===== src/hw/rtl/dmxrdm_pkg.sv =====
// shared types and constants for the dmx512 / rdm frame receiver
package dmxrdm_pkg;

    localparam int unsigned DEF_FRAME_SLOTS = 512;

    localparam logic [7:0] SC_DMX = 8'h00;
    localparam logic [7:0] SC_RDM = 8'hCC;

    localparam int unsigned FIRST_CH_W  = 9;
    localparam int unsigned CH_COUNT_W  = 8;
    localparam int unsigned CFG_DATA_W  = 9;
    localparam int unsigned CFG_INDEX_W = 1;

    localparam logic [CFG_INDEX_W-1:0] CFG_FIRST_CHANNEL = 1'b0;
    localparam logic [CFG_INDEX_W-1:0] CFG_CHANNEL_COUNT = 1'b1;

    localparam logic [FIRST_CH_W-1:0] FIRST_CH_RESET = 9'd1;
    localparam logic [CH_COUNT_W-1:0] CH_COUNT_RESET = 8'd1;

    typedef enum logic [2:0] {
        FT_NONE = 3'b001,
        FT_DMX  = 3'b010,
        FT_RDM  = 3'b100
    } frame_type_t;

    typedef struct packed {
        logic       out_valid;
        logic [7:0] out_index;
        logic [7:0] out_value;
        logic       frame_kind;
        logic       frame_done;
        logic       frame_abort;
    } result_t;

endpackage


===== src/hw/rtl/dmx_rdm_frame_receiver.sv =====
// dmx512 / rdm frame receiver: start code decode, slot counting, window capture
// a result word is registered in the result register, or in the skid entry while stalled
// throughput: one word per cycle while the skid is empty; one pass of compares and a counter
// output side: result register plus one skid entry, so input flows until the skid fills
// reset: receiver disarmed, no frame open, slot count zero, first_channel = 1,
// channel_count = 1, no result pending
module dmx_rdm_frame_receiver #(
    parameter int unsigned FRAME_SLOTS = dmxrdm_pkg::DEF_FRAME_SLOTS
) (
    input  logic                                  clk,
    input  logic                                  rst_n,
    input  logic                                  in_valid,
    output logic                                  in_ready,
    input  logic                                  kind,
    input  logic [7:0]                            rx_byte,
    output logic                                  res_valid,
    input  logic                                  res_ready,
    output logic                                  out_valid,
    output logic [7:0]                            out_index,
    output logic [7:0]                            out_value,
    output logic                                  frame_kind,
    output logic                                  frame_done,
    output logic                                  frame_abort,
    output logic                                  last_of_item,
    input  logic                                  cfg_valid,
    output logic                                  cfg_ready,
    input  logic [dmxrdm_pkg::CFG_INDEX_W-1:0]    cfg_index,
    input  logic [dmxrdm_pkg::CFG_DATA_W-1:0]     cfg_data
);
    import dmxrdm_pkg::*;

    // slot counter must hold FRAME_SLOTS and any rdm length
    localparam int unsigned SLOT_LIM_W = $clog2(FRAME_SLOTS + 1);
    localparam int unsigned SW = (SLOT_LIM_W > 8) ? SLOT_LIM_W : 8;
    localparam int unsigned CW = ((SW > 10) ? SW : 10) + 1;

    logic [FIRST_CH_W-1:0] first_channel_reg;
    logic [CH_COUNT_W-1:0] channel_count_reg;

    logic        armed_reg, armed_next;
    frame_type_t ft_reg, ft_next;
    logic [SW-1:0] slot_reg, slot_next;
    logic [7:0]  len_reg, len_next;

    result_t res_reg, skid_reg, res_new;
    logic    res_valid_reg, res_valid_next;
    logic    skid_valid_reg, skid_valid_next;
    logic    res_load, skid_load, res_from_skid;

    logic in_fire, push;

    logic [FIRST_CH_W-1:0] first_eff;
    logic [CW-1:0] s_w, first_w, end_w, s1_w;
    logic          in_win;
    logic [7:0]    win_index;

    assign cfg_ready = 1'b1;
    assign in_ready  = !skid_valid_reg;
    assign in_fire   = in_valid && in_ready;

    always_ff @(posedge clk or negedge rst_n)
    begin
        if (!rst_n)
        begin
            first_channel_reg <= FIRST_CH_RESET;
            channel_count_reg <= CH_COUNT_RESET;
        end
        else if (cfg_valid && cfg_ready)
        begin
            case (cfg_index)
                CFG_FIRST_CHANNEL: first_channel_reg <= cfg_data[FIRST_CH_W-1:0];
                CFG_CHANNEL_COUNT: channel_count_reg <= cfg_data[CH_COUNT_W-1:0];
                default: ;
            endcase
        end
    end

    // window arithmetic on widened values
    assign first_eff = (first_channel_reg == '0) ? FIRST_CH_W'(1) : first_channel_reg;
    assign s_w       = CW'(slot_reg);
    assign first_w   = CW'(first_eff);
    assign end_w     = first_w + CW'(channel_count_reg);
    assign s1_w      = s_w + CW'(1);
    assign in_win    = (s_w >= first_w) && (s_w < end_w);
    assign win_index = 8'(s_w - first_w + CW'(1));

    always_comb
    begin
        armed_next = armed_reg;
        ft_next    = ft_reg;
        slot_next  = slot_reg;
        len_next   = len_reg;
        push       = 1'b0;
        res_new    = '0;
        if (in_fire)
        begin
            if (kind)
            begin
                armed_next = 1'b1;
                ft_next    = FT_NONE;
                slot_next  = '0;
            end
            else if (armed_reg)
            begin
                if (slot_reg == '0)
                begin
                    if (rx_byte == SC_RDM || rx_byte == SC_DMX)
                    begin
                        ft_next  = (rx_byte == SC_RDM) ? FT_RDM : FT_DMX;
                        if (rx_byte == SC_RDM)
                            len_next = '0;
                        slot_next = SW'(1);
                        push      = 1'b1;
                        res_new.out_valid  = 1'b1;
                        res_new.out_value  = rx_byte;
                        res_new.frame_kind = (rx_byte == SC_RDM);
                    end
                end
                else
                begin
                    case (ft_reg)
                        FT_DMX:
                        begin
                            if (s_w >= CW'(FRAME_SLOTS))
                            begin
                                armed_next = 1'b0;
                                ft_next    = FT_NONE;
                                slot_next  = '0;
                                push       = 1'b1;
                                res_new.frame_abort = 1'b1;
                            end
                            else if (s1_w >= end_w)
                            begin
                                // last slot of the window closes the frame
                                armed_next = 1'b0;
                                ft_next    = FT_NONE;
                                slot_next  = '0;
                                push       = 1'b1;
                                res_new.out_valid  = in_win;
                                res_new.out_index  = in_win ? win_index : '0;
                                res_new.out_value  = in_win ? rx_byte : '0;
                                res_new.frame_done = 1'b1;
                            end
                            else
                            begin
                                slot_next = slot_reg + SW'(1);
                                if (in_win)
                                begin
                                    push = 1'b1;
                                    res_new.out_valid = 1'b1;
                                    res_new.out_index = win_index;
                                    res_new.out_value = rx_byte;
                                end
                            end
                        end
                        FT_RDM:
                        begin
                            if (slot_reg == SW'(1))
                            begin
                                len_next  = rx_byte;
                                slot_next = SW'(2);
                                if (rx_byte > 8'd1)
                                begin
                                    push = 1'b1;
                                    res_new.out_valid  = 1'b1;
                                    res_new.out_index  = 8'd1;
                                    res_new.out_value  = rx_byte;
                                    res_new.frame_kind = 1'b1;
                                end
                            end
                            else if (slot_reg < SW'(len_reg))
                            begin
                                slot_next = slot_reg + SW'(1);
                                push      = 1'b1;
                                res_new.out_valid  = 1'b1;
                                res_new.out_index  = slot_reg[7:0];
                                res_new.out_value  = rx_byte;
                                res_new.frame_kind = 1'b1;
                            end
                            else
                            begin
                                armed_next = 1'b0;
                                ft_next    = FT_NONE;
                                slot_next  = '0;
                                push       = 1'b1;
                                res_new.frame_kind = 1'b1;
                                res_new.frame_done = 1'b1;
                            end
                        end
                        default: ;
                    endcase
                end
            end
        end
    end

    // result register with one skid entry behind it
    always_comb
    begin
        res_valid_next  = res_valid_reg;
        skid_valid_next = skid_valid_reg;
        res_load        = 1'b0;
        skid_load       = 1'b0;
        res_from_skid   = 1'b0;
        if (!res_valid_reg || res_ready)
        begin
            if (skid_valid_reg)
            begin
                res_valid_next  = 1'b1;
                skid_valid_next = 1'b0;
                res_load        = 1'b1;
                res_from_skid   = 1'b1;
            end
            else
            begin
                res_valid_next = push;
                res_load       = push;
            end
        end
        else if (push)
        begin
            skid_valid_next = 1'b1;
            skid_load       = 1'b1;
        end
    end

    always_ff @(posedge clk or negedge rst_n)
    begin
        if (!rst_n)
        begin
            armed_reg      <= 1'b0;
            ft_reg         <= FT_NONE;
            slot_reg       <= '0;
            len_reg        <= '0;
            res_valid_reg  <= 1'b0;
            skid_valid_reg <= 1'b0;
        end
        else
        begin
            armed_reg      <= armed_next;
            ft_reg         <= ft_next;
            slot_reg       <= slot_next;
            len_reg        <= len_next;
            res_valid_reg  <= res_valid_next;
            skid_valid_reg <= skid_valid_next;
        end
    end

    always_ff @(posedge clk)
    begin
        if (res_load)
            res_reg <= res_from_skid ? skid_reg : res_new;
        if (skid_load)
            skid_reg <= res_new;
    end

    assign res_valid    = res_valid_reg;
    assign out_valid    = res_reg.out_valid;
    assign out_index    = res_reg.out_index;
    assign out_value    = res_reg.out_value;
    assign frame_kind   = res_reg.frame_kind;
    assign frame_done   = res_reg.frame_done;
    assign frame_abort  = res_reg.frame_abort;
    assign last_of_item = 1'b1;

    a_skid_behind_result: assert property (@(posedge clk) disable iff (!rst_n)
        skid_valid_reg |-> res_valid_reg)
        else $error("skid entry held while result register empty");

    a_disarmed_idle: assert property (@(posedge clk) disable iff (!rst_n)
        !armed_reg |-> (ft_reg == FT_NONE) && (slot_reg == '0))
        else $error("frame state left open while disarmed");

    a_no_frame_no_slots: assert property (@(posedge clk) disable iff (!rst_n)
        (ft_reg == FT_NONE) |-> (slot_reg == '0))
        else $error("slot count running with no frame open");

    a_empty_word_zero: assert property (@(posedge clk) disable iff (!rst_n)
        (res_valid_reg && !res_reg.out_valid) |->
        (res_reg.out_index == '0) && (res_reg.out_value == '0))
        else $error("empty result word carries index or value");

    a_abort_is_dmx: assert property (@(posedge clk) disable iff (!rst_n)
        (res_valid_reg && res_reg.frame_abort) |->
        !res_reg.frame_kind && !res_reg.frame_done && !res_reg.out_valid)
        else $error("abort word flagged as rdm, done or carrying data");

    a_stall_holds: assert property (@(posedge clk) disable iff (!rst_n)
        (res_valid_reg && !res_ready) |=> res_valid_reg && $stable(res_reg))
        else $error("stalled result word changed");

endmodule


===== config.mk =====
export PLATFORM = sky130hd
export DESIGN_NAME = dmx_rdm_frame_receiver
export DESIGN_NICKNAME = d
export VERILOG_FILES = /design/src/hw/rtl/dmxrdm_pkg.sv /design/src/hw/rtl/dmx_rdm_frame_receiver.sv
export SDC_FILE = /design/constraint.sdc
export NUM_CORES = 1
export LEC_CHECK = 0
export BUFFER_PORTS_ARGS = -buffer_cell sky130_fd_sc_hd__buf_2
export CAP_MARGIN = 20
export CELL_PAD_IN_SITES_DETAIL_PLACEMENT = 1
export CELL_PAD_IN_SITES_GLOBAL_PLACEMENT = 1
export CORE_MARGIN = 1
export CORE_UTILIZATION = 49
export CTS_BUF_LIST = sky130_fd_sc_hd__clkbuf_4
export DETAILED_ROUTE_END_ITERATION = 6
export PLACE_DENSITY = 0.9
export SLEW_MARGIN = 40
export SYNTH_ARGS = -nofsm -noshare
export SYNTH_HDL_FRONTEND = slang
export SYNTH_SLANG_ARGS = --single-unit

===== constraint.sdc =====
create_clock -name clk -period 5.45 [get_ports clk]
set_input_delay 1.635 -clock clk [delete_from_list [all_inputs] [get_ports clk]]
set_output_delay 1.635 -clock clk [all_outputs]
set_load 0.02 [all_outputs]

==> metrics.yaml, run 1 <==
synth_top_cells_by_area: "sky130_fd_sc_hd__edfxtp_1 23%, sky130_fd_sc_hd__dfrtp_1 18%, sky130_fd_sc_hd__ha_1 11%"
setup_slack_ns: 0.697
grt_pass1_wl_um: 23700
post_syn_instances: 533
finalMaxSlewViolations: 0
finalWirelength_um: 14600
period_needed_ns: 4.75
r2r_setup_slack_ns: 0.70
path_cells: "nor4_1 -> a21o_1 -> ha_1 -> a21oi_1 -> o211ai_1 -> a21oi_1 -> nor2_1 -> o21ai_0 -> nand2b_1 -> a21oi_1 -> nand2b_1 -> ha_1 -> nand2_1 -> a31oi_1 -> o21ai_0 -> o31ai_2 -> a211oi_1 -> o31ai_2 -> o21a_2"
drive_above_1_share: 0.176
timing.final.setup_violations: 0
worst_setup_path_startpoint: "first_channel_reg[5]$_DFFE_PN0P_"
dr_total_vias: 4234
dr.pass1.iters: 5
crit_path_max_incr_delay_ns: 0.50
buffer_ports.inserted: 45
antenna_left: 0
std_cell_rows: 37
core_region_area_um2: 10400
critical_path_buf_inv_count: 0
antenna_found_initial: 0
critical_path_depth: 19
dieArea_um2: 11200
clock-sinks: 81
critical_path_class: "flop to flop"
clkTransAtPathRegs_ns: 0.15
final_core_util: 0.557
global_route.usage.total: 0.276
floorplan.die.width_um: 106
timing.critical_path.arrival_ns: 4.87
pwr_density_cell_nw_per_um2: 279
maxCapViolations: 0
cts_max_path_buffers: 2
setup_tns_ns: 0
postCtsSetupBuffers: 0
hold-worst-slack_ns: 0.533
post_cts.resized_instances: 0
clock_latency_ns: 0.47
start_util: 0.509
cpMostUsedCell: "sky130_fd_sc_hd__a21oi_1"
remaining_drc_errors: 0
cts.htree.levels: 3
cts-buffers-inserted: 9
cpLargestDelayFamily: "compound AO/OA/AOI/OAI gates"
final_net_count: 647
dieHeight_um: 106
detailedRoute.firstIterationViolations: 249
async_reset_ff_frac: 0.506
tcrit_tclk_final: 0.872
grt_setup_unrepaired: "false"
slowest_stage: "sky130_fd_sc_hd__o21a_2"
largest_register_ff_count: 20
power.static_leakage_uw: 0.00262
dp_worst_setup_slack_ns: 0.593
number_of_antenna_diodes: 0
synth_top_area_cell: "sky130_fd_sc_hd__edfxtp_1"
globalplace.congestion: 0.891
synth_top_cell_area_share: 0.228
syn2layout_area_growth_pct: 9.48
number_of_enable_flip_flop_cells_after_synthesis: 40
worst_ep_required_time_ns: 5.56
seq_area_frac_synth: 0.423
synthesis.area_um2: 5280
hold_path.class: "flop to flop"
worstSetupStartpointType: "flop"
post_synth_num_cell_types: 67
top_level_ports: 48
worst_r2r_startpoint: "first_channel_reg[5]$_DFFE_PN0P_"
syn_area_per_cell_um2: 9.90
worstReg2RegEnd: "out_index[6]$_DFFE_PP_"
report.power.total_uw: 1620
first_global_vias: 4601
grt_start_max_net_pins: 42
tritoncts: "built"
avgViaCountPerCell: 5.95
route.detailed.wl_per_inst_um: 20.5
worst-path-max-fanout: 20
post_cts_hold_buffer_count: 0
r2r.worst_path.cells: 19
max-slew-margin-rel: 0.460
fmaxAchievable_mhz: 210
timing.final.hold_violations: 0
placed_wire_length_estimate_after_detailed_placement_um: 11400
yosys_register_bits: 81
fin_skew_ns: 0.0169
worst_pin_slew_ns: 0.807
clock_tree.root_cell: "sky130_fd_sc_hd__clkbuf_4"
run_status: "completed"
synthFlopType: "sky130_fd_sc_hd__edfxtp_1"
worstSetupEndpoint: "out_index[6]$_DFFE_PP_"
yosys_warnings: 0
vdd_ir_drop_max_uv: 137
grt.overflow.total: 0
critPathCaptureType: "flop"
cell usage after synthesis (3+ instances only):
master and number:
sky130_fd_sc_hd__buf_4 3, sky130_fd_sc_hd__fa_1 5, sky130_fd_sc_hd__a31oi_1 3, sky130_fd_sc_hd__o211ai_2 4
sky130_fd_sc_hd__o21ai_1 12, sky130_fd_sc_hd__a21oi_1 17, sky130_fd_sc_hd__or3_1 4, sky130_fd_sc_hd__clkbuf_1 16
sky130_fd_sc_hd__a221o_1 4, sky130_fd_sc_hd__a22oi_1 6, sky130_fd_sc_hd__dfstp_2 3, sky130_fd_sc_hd__nand2b_1 10
sky130_fd_sc_hd__nand3_1 20, sky130_fd_sc_hd__edfxtp_1 40, sky130_fd_sc_hd__a21o_1 16, sky130_fd_sc_hd__nor3_2 3
sky130_fd_sc_hd__xnor2_1 13, sky130_fd_sc_hd__mux2_2 9, sky130_fd_sc_hd__o21bai_1 3, sky130_fd_sc_hd__inv_1 45
sky130_fd_sc_hd__ha_1 48, sky130_fd_sc_hd__nor3_1 7, sky130_fd_sc_hd__nor2b_1 7, sky130_fd_sc_hd__and2_1 6
sky130_fd_sc_hd__o21ai_0 29, sky130_fd_sc_hd__dfrtp_1 38, sky130_fd_sc_hd__o211ai_1 7, sky130_fd_sc_hd__and3_1 4
sky130_fd_sc_hd__nand2_1 62, sky130_fd_sc_hd__nor2_1 30, sky130_fd_sc_hd__nor4_1 6, sky130_fd_sc_hd__o21a_1 5
sky130_fd_sc_hd__xor2_1 6
metrics by stage:
step,cells,area [um^2]
2_1_floorplan,534,5280
3_3_place_gp,695,5590
3_5_place_dp,695,5600
4_1_cts,711,5770
5_1_grt,711,5780
6_report,711,5780
kinds of logic after synthesis:
logic type      Yosys count  synth area share
other cells               1          0.000710
compound gates          128             0.171
mux                       9            0.0192
simple gates            171             0.161
flops                    81             0.423
xor+xnor                 20            0.0346
fa+ha+maj                56             0.139
buf+inv                  67            0.0517
metal layers:
metal  vias up  routed length [um]  global-route usage
met5         -                   0                   0
met4         0                 412               0.101
met3        34                 703              0.0588
met2       125                7300               0.474
met1      2109                6190               0.339
li1       1966                   -                   -
layout make-up:
| type | instances | area, um^2 |
|---|---|---|
| timing repair buffer | 47 | 243 |
| inverter | 45 | 169 |
| clock buffer | 9 | 67.6 |
| fill | 1181 | 4590 |
| clock inverter | 7 | 101 |
| sequential | 81 | 2230 |
| tap | 136 | 170 |
| multi-input combinational | 386 | 2800 |
cell usage in the layout, fill, tap and decap left out, types with 6 or more instances in the layout:
cell type / count
sky130_fd_sc_hd__dfrtp_1: 38
sky130_fd_sc_hd__nand3_1: 20
sky130_fd_sc_hd__a21oi_1: 16
sky130_fd_sc_hd__mux2_2: 9
sky130_fd_sc_hd__a21o_1: 16
sky130_fd_sc_hd__o21ai_1: 11
sky130_fd_sc_hd__xor2_1: 6
sky130_fd_sc_hd__nor3_1: 7
sky130_fd_sc_hd__edfxtp_1: 40
sky130_fd_sc_hd__buf_2: 44
sky130_fd_sc_hd__nand2b_1: 10
sky130_fd_sc_hd__nor2b_1: 6
sky130_fd_sc_hd__clkbuf_4: 9
sky130_fd_sc_hd__o211ai_1: 7
sky130_fd_sc_hd__nor4_1: 6
sky130_fd_sc_hd__inv_1: 45
sky130_fd_sc_hd__a22oi_1: 6
sky130_fd_sc_hd__and2_1: 6
sky130_fd_sc_hd__nor2_1: 29
sky130_fd_sc_hd__o21ai_0: 29
sky130_fd_sc_hd__ha_1: 48
sky130_fd_sc_hd__nand2_1: 62
sky130_fd_sc_hd__xnor2_1: 13
power by group:
group	leakage, uW	total, uW	internal, uW	switching, uW
Sequential	0.000872	724	691	33.7
Combinational	0.00167	455	175	280
Clock	0.0000831	436	190	246
Total	0.00262	1620	1060	560
how the worst min path moves through the flow:
stage | start | endpoint | slack [ns] | depth (start not counted)
5_1_grt | ft_reg[0]$_DFFE_PN1P_ | ft_reg[0]$_DFFE_PN1P_ | 0.55 | 2
3_3_place_gp | ft_reg[0]$_DFFE_PN1P_ | ft_reg[0]$_DFFE_PN1P_ | 0.49 | 2
3_5_place_dp | skid_reg[19]$_DFFE_PP_ | out_valid$_DFFE_PP_ | 0.51 | 1
6_report | ft_reg[0]$_DFFE_PN1P_ | ft_reg[0]$_DFFE_PN1P_ | 0.53 | 2
2_1_floorplan | armed_reg$_DFFE_PN0P_ | armed_reg$_DFFE_PN0P_ | 0.48 | 2
4_1_cts | ft_reg[0]$_DFFE_PN1P_ | ft_reg[0]$_DFFE_PN1P_ | 0.53 | 2
worst min-delay path, delay by kind of cell (launching register included):
| kind | cells | cell delay (ns) |
|---|---|---|
| DFF | 1 | 0.43 |
| buffers and inverters | 1 | 0.06 |
| AOI/OAI and AO/OA | 1 | 0.06 |
No activity file was read; power rests on OpenSTA's default activity.
==> inputs of run 2 (changes only) <==
--- a/config.mk
+++ b/config.mk
@@ -5,11 +5,11 @@
 export SDC_FILE = /design/constraint.sdc
 export NUM_CORES = 1
 export LEC_CHECK = 0
-export BUFFER_PORTS_ARGS = -buffer_cell sky130_fd_sc_hd__buf_2
+export BUFFER_PORTS_ARGS = -buffer_cell sky130_fd_sc_hd__buf_4
 export CAP_MARGIN = 20
 export CELL_PAD_IN_SITES_DETAIL_PLACEMENT = 1
 export CELL_PAD_IN_SITES_GLOBAL_PLACEMENT = 1
-export CORE_MARGIN = 1
+export CORE_MARGIN = 2
 export CORE_UTILIZATION = 49
 export CTS_BUF_LIST = sky130_fd_sc_hd__clkbuf_4
 export DETAILED_ROUTE_END_ITERATION = 6
==> constraint.sdc (replaced) <==
create_clock -name clk -period 4.8 [get_ports clk]
set_input_delay 1.44 -clock clk [delete_from_list [all_inputs] [get_ports clk]]
set_output_delay 1.44 -clock clk [all_outputs]
set_load 0.02 [all_outputs]
==> metrics.yaml, run 2 (same netlist as run 1, synthesis figures left out) <==
slowest_stage: "sky130_fd_sc_hd__dfrtp_2"
std_cell_rows: 37  # unchanged
buffer_ports.inserted: 45  # unchanged
post_cts_hold_buffer_count: 0  # unchanged
globalplace.congestion: 0.889  # -0.17%
clkPwrFrac: 0.222  # -0.048
critical_path_class: "flop to flop"
cts.htree.levels: 3  # unchanged
finalMaxSlewViolations: 0  # unchanged
antenna_left: 0  # unchanged
power_report.internal_total_uw: 1110  # +4.8%
run_status: "completed"
global_route.usage.total: 0.275  # about the same
top_level_ports: 48  # unchanged
final_common_cell: "sky130_fd_sc_hd__nand2_1"
hold_path.class: "flop to flop"
worst_ep_required_time_ns: 4.98  # -0.58 ns
switching_power_uw: 643  # +15%
period_needed_ns: 4.76  # +0.00291 ns
clkTransAtPathRegs_ns: 0.16  # about the same
worst_r2r_startpoint: "first_channel_reg[5]$_DFFE_PN0P_"
timing.final.hold_violations: 0  # unchanged
timing.critical_path.arrival_ns: 4.94  # +0.07 ns
hp-start: "channel_count_reg[4]$_DFFE_PN0P_"
worst-path-max-fanout: 20  # unchanged
fin_skew_ns: 0.0147  # -0.00218 ns
core_region_area_um2: 10400  # unchanged
clock_latency_ns: 0.47  # about the same
crit_path_max_incr_delay_ns: 0.48  # -0.02 ns
cpLargestDelayFamily: "compound AO/OA/AOI/OAI gates"
placement.cell_area_um2: 5740  # +2.4%
grt.overflow.total: 0  # unchanged
start_util: 0.509  # unchanged
route.detailed.wl_per_inst_um: 21.3  # +3.6%
first_global_vias: 4807  # +4.5%
max-slew-margin-rel: 0.459  # -0.00155
drive_above_1_share: 0.187  # +0.0113
dr.pass1.iters: 4  # -1
placed_wire_length_estimate_after_detailed_placement_um: 11500  # +1.1%
p_seq_frac: 0.472  # +0.024
cts_max_path_buffers: 2  # unchanged
critical_path_buf_inv_count: 1  # +1
tritoncts: "built"
fin_area_um2: 5930  # +2.6%
tcrit_tclk_final: 0.991  # +0.119
clock-sinks: 81  # unchanged
dieHeight_um: 108  # +1.9%
path_cells: "nor4_4 -> a21o_1 -> ha_1 -> a21oi_1 -> o211ai_1 -> a21oi_1 -> nor2_1 -> o21ai_0 -> nand2b_1 -> a21oi_1 -> nand2b_1 -> ha_1 -> nand2_1 -> a31oi_1 -> o21ai_0 -> o31ai_2 -> a211oi_1 -> o31ai_2 -> and2_4 -> buf_8"
worstSetupStartpointType: "flop"
power.static_leakage_uw: 0.00268  # +2.0%
final_net_count: 655  # +1.2%
grt_start_max_net_pins: 42  # unchanged
grt_pass1_wl_um: 24300  # +2.8%
worst_pin_slew_ns: 0.809  # +0.00232 ns
finalWirelength_um: 15300  # +4.9%
remaining_drc_errors: 0  # unchanged
floorplan.die.width_um: 108  # +1.9%
syn2layout_area_growth_pct: 12.3
power_switching_share: 0.368  # +0.0211
maxCapViolations: 0  # unchanged
critPathCaptureType: "flop"
cts-buffers-inserted: 9  # unchanged
most_frequent_cells_in_the_layout: "62 x sky130_fd_sc_hd__nand2_1, 53 x sky130_fd_sc_hd__buf_4, 48 x sky130_fd_sc_hd__ha_1"
dr_total_vias: 4360  # +3.0%
clock_tree.root_cell: "sky130_fd_sc_hd__clkbuf_4"
cpMostUsedCell: "sky130_fd_sc_hd__a21oi_1"
hold-worst-slack_ns: 0.543  # +0.00963 ns
antenna_found_initial: 1  # +1
pwr_density_cell_nw_per_um2: 295  # +5.6%
dieArea_um2: 11600  # +3.8%
comb_power_share: 0.306  # +0.024
fmaxAchievable_mhz: 210  # about the same
filler_cell_count: 1207  # +2.2%
avgViaCountPerCell: 6.06  # +1.7%
worst_setup_path_startpoint: "first_channel_reg[5]$_DFFE_PN0P_"
detailedRoute.firstIterationViolations: 265  # +6.4%
timing.final.setup_violations: 0  # unchanged
vdd_ir_drop_max_uv: 152  # +11%
largest_register_ff_count: 20  # unchanged
## run 2: cell types whose count changed in the layout (fill, tap and decap cells not counted), moves of 2 or more
cell	previous run	this run
sky130_fd_sc_hd__buf_8	0	2
sky130_fd_sc_hd__bufinv_16	2	0
sky130_fd_sc_hd__buf_2	44	0
sky130_fd_sc_hd__buf_4	3	53
## run 2: power groups by stage
stage	Combinational [uW]	Clock [uW]	Sequential, uW
after global placement	465	0	833
after detailed placement	510	0	838
after floorplan	364	0	825
after CTS	519	389	823
final	535	388	826
after global routing	591	419	832
## run 2: layer usage
layer,vias to the layer above,global-route usage,part of all wire
li1,1986,-,-
met1,2195,0.313,0.40
met2,140,0.491,0.51
met3,39,0.0630,0.058
met4,0,0.121,0.028
met5,-,0,0
## run 2: worst reg2reg max path, cell delays in order, from the launching register on
cell and delay [ns]:
sky130_fd_sc_hd__dfrtp_2 0.48, sky130_fd_sc_hd__nor4_4 0.33, sky130_fd_sc_hd__a21o_1 0.18, sky130_fd_sc_hd__ha_1 0.18, sky130_fd_sc_hd__a21oi_1 0.11, sky130_fd_sc_hd__o211ai_1 0.31, sky130_fd_sc_hd__a21oi_1 0.20, sky130_fd_sc_hd__nor2_1 0.13
sky130_fd_sc_hd__o21ai_0 0.12, sky130_fd_sc_hd__nand2b_1 0.15, sky130_fd_sc_hd__a21oi_1 0.07, sky130_fd_sc_hd__nand2b_1 0.16, sky130_fd_sc_hd__ha_1 0.34, sky130_fd_sc_hd__nand2_1 0.06, sky130_fd_sc_hd__a31oi_1 0.15, sky130_fd_sc_hd__o21ai_0 0.13
sky130_fd_sc_hd__o31ai_2 0.44, sky130_fd_sc_hd__a211oi_1 0.13, sky130_fd_sc_hd__o31ai_2 0.40, sky130_fd_sc_hd__and2_4 0.22, sky130_fd_sc_hd__buf_8 0.19
## run 2: layout make-up
class / instances / area [um^2] / share of cell area
Antenna cell: 1 / 2.50 / 0.000422
Sequential cell: 81 / 2230 / 0.377
Inverter: 45 / 169 / 0.0285
Clock buffer: 9 / 67.6 / 0.0114
Clock inverter: 7 / 53.8 / 0.00908
Timing Repair Buffer: 55 / 428 / 0.0722
Multi-Input combinational cell: 386 / 2810 / 0.473
Tap cell: 136 / 170 / 0.0287
## run 2: what timing repair did
action / CTS / global route
buffers inserted: 0 / 4
endpoints found under the setup margin: 0 / 40
gates resized for setup: 0 / 8
## run 2: final timing paths
path / depth (start not counted) / slack (ns) / to
max in group asynchronous: 1 / 3.46 / first_channel_reg[5]$_DFFE_PN0P_
min in group asynchronous: 1 / 0.93 / channel_count_reg[4]$_DFFE_PN0P_
worst max register to register: 20 / 0.04 / skid_reg[13]$_DFFE_PP_
worst min-delay path: 1 / 0.54 / channel_count_reg[4]$_DFFE_PN0P_
worst min register to register: 1 / 0.54 / channel_count_reg[4]$_DFFE_PN0P_
worst max-delay path: 20 / 0.04 / skid_reg[13]$_DFFE_PP_
## run 2: through the flow
step,util,worst slack (ns),total power (uW),cells,TNS [ns]
2_1_floorplan,-,0.677,1190,534,0
3_3_place_gp,0.553,0.537,1300,699,0
3_5_place_dp,0.553,0.326,1350,699,0
4_1_cts,0.565,0.132,1730,715,0
5_1_grt,0.572,-0.210,1840,720,-7.70
6_report,0.572,0.0437,1750,720,0
==> inputs of run 3 (changes only) <==
--- a/config.mk
+++ b/config.mk
@@ -5,15 +5,16 @@
 export SDC_FILE = /design/constraint.sdc
 export NUM_CORES = 1
 export LEC_CHECK = 0
+export ABC_AREA = 1
 export BUFFER_PORTS_ARGS = -buffer_cell sky130_fd_sc_hd__buf_4
 export CAP_MARGIN = 20
 export CELL_PAD_IN_SITES_DETAIL_PLACEMENT = 1
 export CELL_PAD_IN_SITES_GLOBAL_PLACEMENT = 1
 export CORE_MARGIN = 2
-export CORE_UTILIZATION = 49
+export CORE_UTILIZATION = 46
 export CTS_BUF_LIST = sky130_fd_sc_hd__clkbuf_4
 export DETAILED_ROUTE_END_ITERATION = 6
-export PLACE_DENSITY = 0.9
+export PLACE_DENSITY = 0.89
 export SLEW_MARGIN = 40
 export SYNTH_ARGS = -nofsm -noshare
 export SYNTH_HDL_FRONTEND = slang
==> metrics.yaml, run 3 <==
setup_slack_ns: 0.425  # +0.381 ns
crit_path_max_incr_delay_ns: 0.47  # about the same
pwr_density_cell_nw_per_um2: 325  # +10%
route.detailed.wl_per_inst_um: 18.0  # -15%
dieHeight_um: 115  # +6.8%
maxCapViolations: 0  # unchanged
critPathCaptureType: "flop"
placement.cell_area_um2: 6160  # +7.4%
run_status: "completed"
yosys_warnings: 0  # unchanged
syn2layout_area_growth_pct: 11.1
cpLargestDelayFamily: "simple AND/OR/NAND/NOR gates"
grt_setup_unrepaired: "false"
grt.overflow.total: 0  # unchanged
p_seq_frac: 0.416  # -0.056
post_cts_hold_buffer_count: 0  # unchanged
timing.final.hold_violations: 0  # unchanged
max-slew-margin-rel: 0.495  # +0.0359
clkTransAtPathRegs_ns: 0.16  # about the same
timing.final.setup_violations: 0  # unchanged
power_report.internal_total_uw: 1220  # +10%
slowest_stage: "sky130_fd_sc_hd__dfrtp_1"
worst-path-max-fanout: 20  # unchanged
number_of_enable_flip_flop_cells_after_synthesis: 40  # unchanged
vdd_ir_drop_max_uv: 136  # -11%
postCtsSetupBuffers: 0  # unchanged
final-seq-area_um2: 2230  # about the same
period_needed_ns: 4.38  # -0.381 ns
async_reset_ff_frac: 0.506  # unchanged
most_frequent_cells_in_the_layout: "193 x sky130_fd_sc_hd__nand2_1, 127 x sky130_fd_sc_hd__inv_1, 49 x sky130_fd_sc_hd__nor2_1"
clkPwrFrac: 0.227  # +0.005
global_route.usage.total: 0.267  # -0.00841
synth_top_cells_by_area: "sky130_fd_sc_hd__edfxtp_1 21%, sky130_fd_sc_hd__dfrtp_1 17%, sky130_fd_sc_hd__nand2_1 13%"
std_cell_rows: 40  # +8.1%
synth_top_cell_area_share: 0.211  # -0.0161
dr.pass1.iters: 5  # +1
power.static_leakage_uw: 0.00319  # +19%
yosysMostFrequentCell: "sky130_fd_sc_hd__nand2_1"
switching_power_uw: 829  # +29%
finalWirelength_um: 16700  # +8.9%
avgViaCountPerCell: 5.50  # -9.2%
worstSetupStartpointType: "flop"
setup_tns_ns: 0  # unchanged
buffer_ports.inserted: 45  # unchanged
tritoncts: "built"
synth.cells.most_frequent: "193 x sky130_fd_sc_hd__nand2_1, 127 x sky130_fd_sc_hd__inv_1, 50 x sky130_fd_sc_hd__nor2_1"
drive_above_1_share: 0.149  # -0.0382
globalplace.congestion: 0.907  # +2.0%
power_switching_share: 0.404  # +0.0369
synthesis.area_um2: 5680  # +7.6%
dr_total_vias: 5095  # +17%
seq_area_frac_synth: 0.393  # -0.0299
dieArea_um2: 13300  # +14%
clock-sinks: 81  # unchanged
timing.critical_path.arrival_ns: 4.56  # -0.38 ns
post_cts.resized_instances: 0  # unchanged
yosys_register_bits: 81  # unchanged
cts_max_path_buffers: 2  # unchanged
final_net_count: 852  # +30%
detailedRoute.firstIterationViolations: 305  # +15%
syn_area_per_cell_um2: 7.77  # -22%
fmaxAchievable_mhz: 229  # +8.7%
remaining_drc_errors: 0  # unchanged
core_region_area_um2: 12000  # +16%
post_syn_instances: 731  # +37%
final_common_cell: "sky130_fd_sc_hd__nand2_1"
clock_tree.root_cell: "sky130_fd_sc_hd__clkbuf_4"
synth_top_area_cell: "sky130_fd_sc_hd__edfxtp_1"
path_cells: "nor3_1 -> a41oi_1 -> inv_1 -> ha_1 -> nand2_1 -> nand3_1 -> inv_1 -> o21ai_0 -> a21oi_1 -> or2_2 -> ha_1 -> nand2_1 -> nor2_1 -> nand3b_1 -> nor2_1 -> nand3_2 -> nor2_2 -> nor2_4 -> nand3_4 -> o21bai_1 -> nand2_1 -> nand2_1 -> nor2_1 -> buf_4"
post_synth_num_cell_types: 46  # -31%
dp_worst_setup_slack_ns: 0.538  # +0.212 ns
clock_latency_ns: 0.49  # +0.02 ns
antenna_left: 0  # unchanged
worst_pin_slew_ns: 0.757  # -0.0517 ns
grt_pass1_wl_um: 27200  # +12%
placed_wire_length_estimate_after_detailed_placement_um: 13200  # +15%
floorplan.die.width_um: 115  # +6.8%
tcrit_tclk_final: 0.912  # -0.0793
hold-worst-slack_ns: 0.512  # -0.0303 ns
start_util: 0.473  # -0.0361
cts-buffers-inserted: 9  # unchanged
grt_start_max_net_pins: 42  # unchanged
comb_power_share: 0.357  # +0.051
number_of_antenna_diodes: 0  # -1
final_core_util: 0.526  # -0.0460
hold_path.class: "flop to flop"
critical_path_class: "flop to flop"
antenna_found_initial: 0  # -1
cts.htree.levels: 3  # unchanged
first_global_vias: 5287  # +10%
critical_path_buf_inv_count: 3  # +2
largest_register_ff_count: 20  # unchanged
multi_input_comb_area_um2: 2870  # +2.3%
fin_skew_ns: 0.0189  # +0.00421 ns
fin_area_um2: 6310  # +6.5%
filler_cell_count: 1524  # +26%
finalMaxSlewViolations: 0  # unchanged
cpMostUsedCell: "sky130_fd_sc_hd__nand2_1"
top_level_ports: 48  # unchanged
synthFlopType: "sky130_fd_sc_hd__edfxtp_1"
worst_ep_required_time_ns: 4.98  # about the same
-- run 3: power by group through the flow --
stage	clock, uW	combinational, uW	sequential (uW)
floorplan	0	517	857
global placement	0	682	861
detailed placement	0	723	869
CTS	470	730	854
global route	497	830	862
finish	464	733	853
-- run 3: metal layers --
metal,vias to the layer above,GRT usage,part of all wire
li1,2432,-,-
met1,2519,0.350,0.45
met2,119,0.455,0.49
met3,25,0.0395,0.039
met4,0,0.0884,0.020
met5,-,0,0
-- run 3: kinds of logic after synthesis --
logic type,after synthesis,synth area share
adders and majority gates,53,0.123
and+or+nand+nor,337,0.269
buffers and inverters,152,0.104
DFF,81,0.393
xor gates and xnor gates,8,0.0123
AOI/OAI and AO/OA,99,0.0980
other,1,0.000660
-- run 3: worst min-delay path: stages (launching register included) --
cell	delay, ns
sky130_fd_sc_hd__dfstp_2	0.42
sky130_fd_sc_hd__nand2_1	0.06
sky130_fd_sc_hd__nand2_1	0.05
-- run 3: area by class of cell --
cell class / instances / share of cell area
well taps: 147 / 0.0291
multi-input cells: 499 / 0.455
flip-flops and latches: 81 / 0.353
inverters: 136 / 0.0813
repair buffers: 48 / 0.0571
clock buffers: 9 / 0.0107
clock inverters: 7 / 0.0139
-- run 3: final timing paths --
kind | startpoint | endpoint | slack (ns) | depth (start not counted)
worst max register to register | first_channel_reg[7]$_DFFE_PN0P_ | skid_reg[13]$_DFFE_PP_ | 0.42 | 24
worst min-delay path | ft_reg[0]$_DFFE_PN1P_ | ft_reg[0]$_DFFE_PN1P_ | 0.51 | 2
worst max-delay path | first_channel_reg[7]$_DFFE_PN0P_ | skid_reg[13]$_DFFE_PP_ | 0.42 | 24
worst min register to register | ft_reg[0]$_DFFE_PN1P_ | ft_reg[0]$_DFFE_PN1P_ | 0.51 | 2
max in group asynchronous | rst_n | slot_reg[2]$_DFFE_PN0P_ | 3.47 | 1
min in group asynchronous | rst_n | first_channel_reg[4]$_DFFE_PN0P_ | 0.92 | 1
-- run 3: stage by stage --
stage                     total power [uW]  std cells
final                                 2050        927
after global routing                  2190        927
after CTS                             2050        927
after detailed placement              1590        911
after global placement                1540        911
after floorplan                       1370        732
